### src/design/gsu_pkg.sv
// ----------------------------------------------------------------------------
// gsu_pkg
// shared types, codes and widths of the gjk simplex update core
// ----------------------------------------------------------------------------
package gsu_pkg;

	localparam int COORD_BITS_DEF = 16;
	localparam int FIELD_W        = 16;
	localparam int DIR_W          = 62;
	localparam int CNT_W          = 3;
	localparam int S_DATA_W       = 48;
	localparam int S_USER_W       = 1;
	localparam int M_DATA_W       = 192;
	localparam int M_USER_W       = 2;

	typedef enum logic {
		OP_START = 1'b0,
		OP_ADD   = 1'b1
	} opcode_t;

	typedef enum logic [1:0] {
		ST_CONT = 2'd0,
		ST_SEP  = 2'd1,
		ST_INT  = 2'd2,
		ST_NS   = 2'd3
	} status_t;

	typedef enum logic [2:0] {
		PT_HOLD   = 3'd0,
		PT_START  = 3'd1,
		PT_PUSH   = 3'd2,
		PT_S1C    = 3'd3,
		PT_SWAP12 = 3'd4,
		PT_ACD    = 3'd5,
		PT_ADB    = 3'd6
	} pt_op_t;

	typedef enum logic [2:0] {
		XA_AB  = 3'd0,
		XA_AC  = 3'd1,
		XA_AD  = 3'd2,
		XA_ABC = 3'd3,
		XA_T   = 3'd4
	} xa_sel_t;

	typedef enum logic [1:0] {
		XB_AB = 2'd0,
		XB_AC = 2'd1,
		XB_AD = 2'd2,
		XB_AO = 2'd3
	} xb_sel_t;

	typedef enum logic [2:0] {
		DA_DIR = 3'd0,
		DA_X   = 3'd1,
		DA_AB  = 3'd2,
		DA_AC  = 3'd3,
		DA_ABC = 3'd4
	} da_sel_t;

	typedef enum logic {
		DB_AO = 1'b0,
		DB_P  = 1'b1
	} db_sel_t;

	typedef enum logic [2:0] {
		DIR_HOLD  = 3'd0,
		DIR_NEGP  = 3'd1,
		DIR_AO    = 3'd2,
		DIR_CROSS = 3'd3,
		DIR_ABC   = 3'd4,
		DIR_NABC  = 3'd5
	} dir_sel_t;

	typedef struct packed {
		logic             cap;
		pt_op_t           pt_op;
		xa_sel_t          xa;
		xb_sel_t          xb;
		logic             ld_x;
		logic             ld_abc;
		logic             ld_t;
		da_sel_t          da;
		db_sel_t          db;
		dir_sel_t         dir_sel;
		logic             out_ld;
		status_t          out_status;
		logic [CNT_W-1:0] out_cnt;
	} dp_cmd_t;

	typedef struct packed {
		logic dot_pos;
		logic dot_neg;
	} dp_stat_t;

endpackage

### src/design/gsu_ctrl.sv
// ----------------------------------------------------------------------------
// gsu_ctrl
// sequencer for start, push and the line, triangle and tetrahedron cases
// ----------------------------------------------------------------------------
module gsu_ctrl (
	input  logic                          clk,
	input  logic                          arst_n,
	input  logic                          s_tvalid,
	output logic                          s_tready,
	input  logic [gsu_pkg::S_USER_W-1:0]  s_tuser,
	output logic                          m_tvalid,
	input  logic                          m_tready,
	output gsu_pkg::dp_cmd_t              cmd,
	input  gsu_pkg::dp_stat_t             stat
);
	import gsu_pkg::*;

	typedef enum logic [18:0] {
		S_IDLE = 19'h00001,
		S_ST   = 19'h00002,
		S_CHK  = 19'h00004,
		S_L1   = 19'h00008,
		S_L3   = 19'h00010,
		S_T1   = 19'h00020,
		S_T2   = 19'h00040,
		S_T3   = 19'h00080,
		S_T4   = 19'h00100,
		S_T5   = 19'h00200,
		S_T6   = 19'h00400,
		S_T7   = 19'h00800,
		S_Q1   = 19'h01000,
		S_Q2   = 19'h02000,
		S_Q3   = 19'h04000,
		S_Q4   = 19'h08000,
		S_Q5   = 19'h10000,
		S_Q6   = 19'h20000,
		S_RESP = 19'h40000
	} state_t;

	state_t           state_q, state_d;
	logic [CNT_W-1:0] cnt_q, cnt_d;
	logic             act_q, act_d;
	status_t          stat_q, stat_d;
	logic             mvalid_q, mvalid_d;

	assign s_tready = (state_q == S_IDLE);
	assign m_tvalid = mvalid_q;

	always_comb begin
		cmd      = '0;
		state_d  = state_q;
		cnt_d    = cnt_q;
		act_d    = act_q;
		stat_d   = stat_q;
		mvalid_d = mvalid_q && !m_tready;
		cmd.out_status = stat_q;
		cmd.out_cnt    = cnt_q;
		case (state_q)
			S_IDLE: begin
				if (s_tvalid) begin
					cmd.cap = 1'b1;
					if (s_tuser[0] == OP_START) begin
						state_d = S_ST;
					end else if (!act_q) begin
						stat_d  = ST_NS;
						state_d = S_RESP;
					end else begin
						state_d = S_CHK;
					end
				end
			end
			S_ST: begin
				cmd.pt_op   = PT_START;
				cmd.dir_sel = DIR_NEGP;
				cnt_d   = CNT_W'(1);
				act_d   = 1'b1;
				stat_d  = ST_CONT;
				state_d = S_RESP;
			end
			S_CHK: begin
				cmd.da = DA_DIR;
				cmd.db = DB_P;
				if (!stat.dot_pos) begin
					act_d   = 1'b0;
					stat_d  = ST_SEP;
					state_d = S_RESP;
				end else begin
					cmd.pt_op = PT_PUSH;
					cnt_d = (cnt_q >= CNT_W'(3)) ? CNT_W'(4) : cnt_q + CNT_W'(1);
					if (cnt_q == CNT_W'(1)) begin
						state_d = S_L1;
					end else if (cnt_q == CNT_W'(2)) begin
						state_d = S_T1;
					end else begin
						state_d = S_Q1;
					end
				end
			end
			S_L1: begin
				cmd.da = DA_AB;
				cmd.db = DB_AO;
				if (stat.dot_pos) begin
					cmd.xa   = XA_AB;
					cmd.xb   = XB_AO;
					cmd.ld_t = 1'b1;
					state_d  = S_L3;
				end else begin
					cmd.dir_sel = DIR_AO;
					cnt_d   = CNT_W'(1);
					stat_d  = ST_CONT;
					state_d = S_RESP;
				end
			end
			S_L3: begin
				cmd.xa      = XA_T;
				cmd.xb      = XB_AB;
				cmd.dir_sel = DIR_CROSS;
				cnt_d   = CNT_W'(2);
				stat_d  = ST_CONT;
				state_d = S_RESP;
			end
			S_T1: begin
				cmd.xa     = XA_AB;
				cmd.xb     = XB_AC;
				cmd.ld_abc = 1'b1;
				state_d    = S_T2;
			end
			S_T2: begin
				cmd.xa   = XA_ABC;
				cmd.xb   = XB_AC;
				cmd.ld_x = 1'b1;
				state_d  = S_T3;
			end
			S_T3: begin
				cmd.da  = DA_X;
				cmd.db  = DB_AO;
				state_d = stat.dot_pos ? S_T4 : S_T5;
			end
			S_T4: begin
				cmd.da = DA_AC;
				cmd.db = DB_AO;
				if (stat.dot_pos) begin
					cmd.pt_op = PT_S1C;
				end
				cnt_d   = CNT_W'(2);
				state_d = S_L1;
			end
			S_T5: begin
				cmd.xa   = XA_ABC;
				cmd.xb   = XB_AB;
				cmd.ld_x = 1'b1;
				state_d  = S_T6;
			end
			S_T6: begin
				cmd.da = DA_X;
				cmd.db = DB_AO;
				if (stat.dot_neg) begin
					cnt_d   = CNT_W'(2);
					state_d = S_L1;
				end else begin
					state_d = S_T7;
				end
			end
			S_T7: begin
				cmd.da = DA_ABC;
				cmd.db = DB_AO;
				if (stat.dot_pos) begin
					cmd.dir_sel = DIR_ABC;
				end else begin
					cmd.pt_op   = PT_SWAP12;
					cmd.dir_sel = DIR_NABC;
				end
				cnt_d   = CNT_W'(3);
				stat_d  = ST_CONT;
				state_d = S_RESP;
			end
			S_Q1: begin
				cmd.xa   = XA_AB;
				cmd.xb   = XB_AC;
				cmd.ld_x = 1'b1;
				state_d  = S_Q2;
			end
			S_Q2: begin
				cmd.da = DA_X;
				cmd.db = DB_AO;
				if (stat.dot_pos) begin
					cnt_d   = CNT_W'(3);
					state_d = S_T1;
				end else begin
					state_d = S_Q3;
				end
			end
			S_Q3: begin
				cmd.xa   = XA_AC;
				cmd.xb   = XB_AD;
				cmd.ld_x = 1'b1;
				state_d  = S_Q4;
			end
			S_Q4: begin
				cmd.da = DA_X;
				cmd.db = DB_AO;
				if (stat.dot_pos) begin
					cmd.pt_op = PT_ACD;
					cnt_d     = CNT_W'(3);
					state_d   = S_T1;
				end else begin
					state_d = S_Q5;
				end
			end
			S_Q5: begin
				cmd.xa   = XA_AD;
				cmd.xb   = XB_AB;
				cmd.ld_x = 1'b1;
				state_d  = S_Q6;
			end
			S_Q6: begin
				cmd.da = DA_X;
				cmd.db = DB_AO;
				if (stat.dot_pos) begin
					cmd.pt_op = PT_ADB;
					cnt_d     = CNT_W'(3);
					state_d   = S_T1;
				end else begin
					cnt_d   = CNT_W'(4);
					act_d   = 1'b0;
					stat_d  = ST_INT;
					state_d = S_RESP;
				end
			end
			S_RESP: begin
				if (!mvalid_q || m_tready) begin
					cmd.out_ld = 1'b1;
					mvalid_d   = 1'b1;
					state_d    = S_IDLE;
				end
			end
			default: begin
				state_d = S_IDLE;
			end
		endcase
	end

	always_ff @(posedge clk or negedge arst_n) begin
		if (!arst_n) begin
			state_q  <= S_IDLE;
			cnt_q    <= '0;
			act_q    <= 1'b0;
			stat_q   <= ST_CONT;
			mvalid_q <= 1'b0;
		end else begin
			state_q  <= state_d;
			cnt_q    <= cnt_d;
			act_q    <= act_d;
			stat_q   <= stat_d;
			mvalid_q <= mvalid_d;
		end
	end

endmodule

### config.mk
export PLATFORM = sky130hd
export DESIGN_NAME = gsu_ctrl
export DESIGN_NICKNAME = d
export VERILOG_FILES = /design/src/design/gsu_pkg.sv /design/src/design/gsu_ctrl.sv
export SDC_FILE = /design/constraint.sdc
export NUM_CORES = 1
export LEC_CHECK = 0
export BUFFER_PORTS_ARGS = -buffer_cell sky130_fd_sc_hd__buf_2
export CORE_UTILIZATION = 50
export DETAILED_ROUTE_END_ITERATION = 8
export PLACE_DENSITY = 0.72
export SYNTH_ARGS = -nofsm -noshare
export SYNTH_HDL_FRONTEND = slang
export SYNTH_SLANG_ARGS = --single-unit
### constraint.sdc
create_clock -name clk -period 2.4 [get_ports clk]
set_input_delay 0.24 -clock clk [delete_from_list [all_inputs] [get_ports clk]]
set_output_delay 0.24 -clock clk [all_outputs]
set_load 0.005 [all_outputs]
==> qor.csv <==
metric;value;unit
Vias/cell;6.02;
Crit Path Max Fanout;2;
Synth Flop Type;dfrtp_1;
Worst Setup End Kind;primary output;
RePlAce Congestion;0.943;
hold wc startpoint;s_tuser;
Pre-antenna DRT Iters;5;
Reg power frac;24.5;%
die height;63.6;um
clk buf depth;2;
Int Pwr;0.00152;W
diodes inserted;0;
Leak;1.41;nW
fill count;259;
top cells by area, synth;dfrtp_1 33%, nor3_1 5.0%, nor2_1 3.8%;
violated checks;negative setup slack;
Post-Layout Cell Count;356;
Yosys top cell by area;dfrtp_1;
die area;0.00405;mm^2
RSZ-0062 raised after global routing;yes;
Cells after DPL;329;
crit path time final;2.61;ns
Starting Density;51.8;%
Util after Layout;79.7;%
crit path launch;state_q[2];
CP startpoint kind;register;
post-synthesis async set-or-reset flop share;100;%
final setup fails;16;
first-pass GRT wire length;9640;um
Core Area;0.00366;mm^2
Final ANT Viol Nets;0;
Worst Clk Skew;0.00994;ns
io pins;34;
clk_lat worst skew;0.29;ns
Final nets;320;
CTS tree;done;
clk slew on worst S/H paths;0.09;ns
sw frac;41.2;%
layout cells sized above 1;50.3;%
largest net degree at the start of global routing;27;
Cells after Synth;214;
GRT Util Overall;31.4;%
post-synth cell types;58;
syn nets;225;
Power Dens Cells;885;mW/mm^2
std cell rows;22;
arrival time at the worst endpoint;2.37;ns
total number of vias;2142;
DRC;0;
Max-Cap Viols;0;
Routed WL;6560;um
DR iter-0 viols;151;
Root Driver;clkbuf_8;
CTS sink cnt;26;
vias in the first global route;1976;
peak supply drop;0.773;mV
sequential area share after synthesis;34.3;%
Post-Syn Area;0.00190;mm^2
Worst slew margin;53.6;%
Synth top area share;33.0;%
final hold violations;0;
initial antenna violation count;0;
width of the die;63.6;um
period utilization;109;%
Num CTS Buffers;3;
worst endpoint required time;2.16;ns
Gate power share;64.9;%
H-tree levels;1;
Final Slew Violations;0;
number of flops mapped to enable cells by yosys;0;
reg2reg start;state_q[2];
Setup WS post-layout;-0.211;ns
net load switching power;0.00106;W
final setup TNS;-1.87;ns
outcome;finished with violations;
Layout area overhead;53.7;%
grt ovf;0;
syn_area_per_cell;8.87;um^2
Peak Freq;383;MHz
DP HPWL;4150;um
IO Port Bufs;33;
total number of yosys warnings;0;
Yosys reg bits;26;
Worst Setup Path Type;register to primary output;
hold crit path type;input pin to register;
Clock power frac;10.7;%
actual slew at the worst max-slew pin;0.687;ns
WL/cell;18.4;um
-- repair_timing --
item | in CTS | in global routing
buffers inserted | 14 | 9
hold buffers | 1 | 0
setup endpoints to repair | 14 | 25
gates resized for setup | 39 | 38
pin swaps | 12 | 22
hold endpoints to repair | 25 | 0
-- registers in the layout (all words and copies together), names as in the netlist --
signal and flops:
state_q 19, cnt_q 3, stat_q 2, act_q 1
m_tvalid 1
-- cells in the mapped netlist (2+ instances only) --
| cell type | instances |
|---|---|
| or4b_2 | 3 |
| nor3_1 | 19 |
| o21ai_0 | 8 |
| nor2_1 | 19 |
| a22oi_1 | 2 |
| or3_1 | 10 |
| inv_1 | 8 |
| ha_1 | 4 |
| nand3b_1 | 4 |
| xnor2_1 | 5 |
| dfrtp_1 | 25 |
| and3_1 | 4 |
| o21bai_1 | 2 |
| or2_2 | 3 |
| nand4_1 | 5 |
| nor4_1 | 7 |
| mux2_1 | 2 |
| nor3_4 | 2 |
| nand2_1 | 16 |
| nand2b_1 | 6 |
| a21oi_1 | 5 |
| and2_2 | 2 |
| and2_1 | 2 |
| or4_4 | 3 |
| o211a_1 | 2 |
| nand3_1 | 4 |
| clkbuf_1 | 3 |
| nor3b_1 | 5 |
| nor2b_1 | 5 |
-- metal layers --
| layer | global-route usage [%] | up-vias | routed length [um] |
|---|---|---|---|
| met2 | 49.3 | 120 | 3150 |
| li1 | - | 990 | - |
| met5 | 0 | - | 0 |
| met1 | 40.7 | 1006 | 2630 |
| met3 | 6.34 | 26 | 545 |
| met4 | 15.3 | 0 | 237 |
-- final cells by class --
class,count,area [um^2],share of cell area [%]
Clock buffer,4,45.0,1.54
Multi-Input combinational cell,174,1420,48.6
Timing Repair Buffer,95,707,24.2
Tap cell,48,60.1,2.06
Sequential cell,26,652,22.4
Inverter,9,33.8,1.16
-- critical path: stages, from the launching register on --
cell,delay (ns)
dfrtp_1,0.38
or4_4,0.56
nor4_4,0.32
nand3b_1,0.14
or3b_1,0.39
inv_1,0.10
or3_1,0.10
buf_2,0.10
-- cells in the final DEF, fill, tap and decap left out, drive strengths merged, types with 6 or more instances in the layout --
master,synthesis,layout
nor3,22,22
nand2,16,16
dfrtp,25,25
nand2b,6,6
or3,11,11
nor4,8,8
inv,8,8
buf,2,94
nor2,19,19
o21ai,9,9
-- worst paths after layout --
kind / cells past startpoint / to / slack [ns]
max in group asynchronous: 2 / state_q[18] / 1.51
min reg2reg: 2 / state_q[2] / 0.53
min: 2 / state_q[1] / 0.13
max reg2reg: 12 / state_q[15] / -0.12
max: 7 / cmd[18] / -0.21
min in group asynchronous: 2 / state_q[6] / 0.49
-- cells by family (layout without fill, tap and decap cells) --
family                   count (synthesis)  count (layout)  share of synthesized area [%]
AND/OR/NAND/NOR                        128             128                           41.1
AO/OA/AOI/OAI                           35              35                           15.1
flip-flops                              26              26                           34.3
buffers and inverters                   14             108                           3.36
XOR/XNOR                                 5               5                           2.31
adder cells (fa/ha/maj)                  4               4                           2.64
multiplexers                             2               2                           1.19
-- power groups by stage --
stage	registers [W]	logic (W)	clock network, W
after detailed placement	0.000633	0.00118	0
after global routing	0.000646	0.00177	0.000293
after global placement	0.000628	0.00117	0
final	0.000631	0.00167	0.000275
after CTS	0.000627	0.00138	0.000277
after floorplan	0.000627	0.000675	0
-- through the flow --
step	hold WS, ns	setup WS, ns	power [W]	instance area (um^2)
3_5_place_dp	0.292	0.0115	0.00181	2390
5_1_grt	0.129	-0.293	0.00271	2920
3_3_place_gp	0.289	0.0508	0.00179	2390
4_1_cts	0.120	-0.178	0.00228	2700
6_report	0.126	-0.211	0.00258	2920
2_1_floorplan	-0.0556	0.0112	0.00130	1900
(Power assumes the default switching activity.)
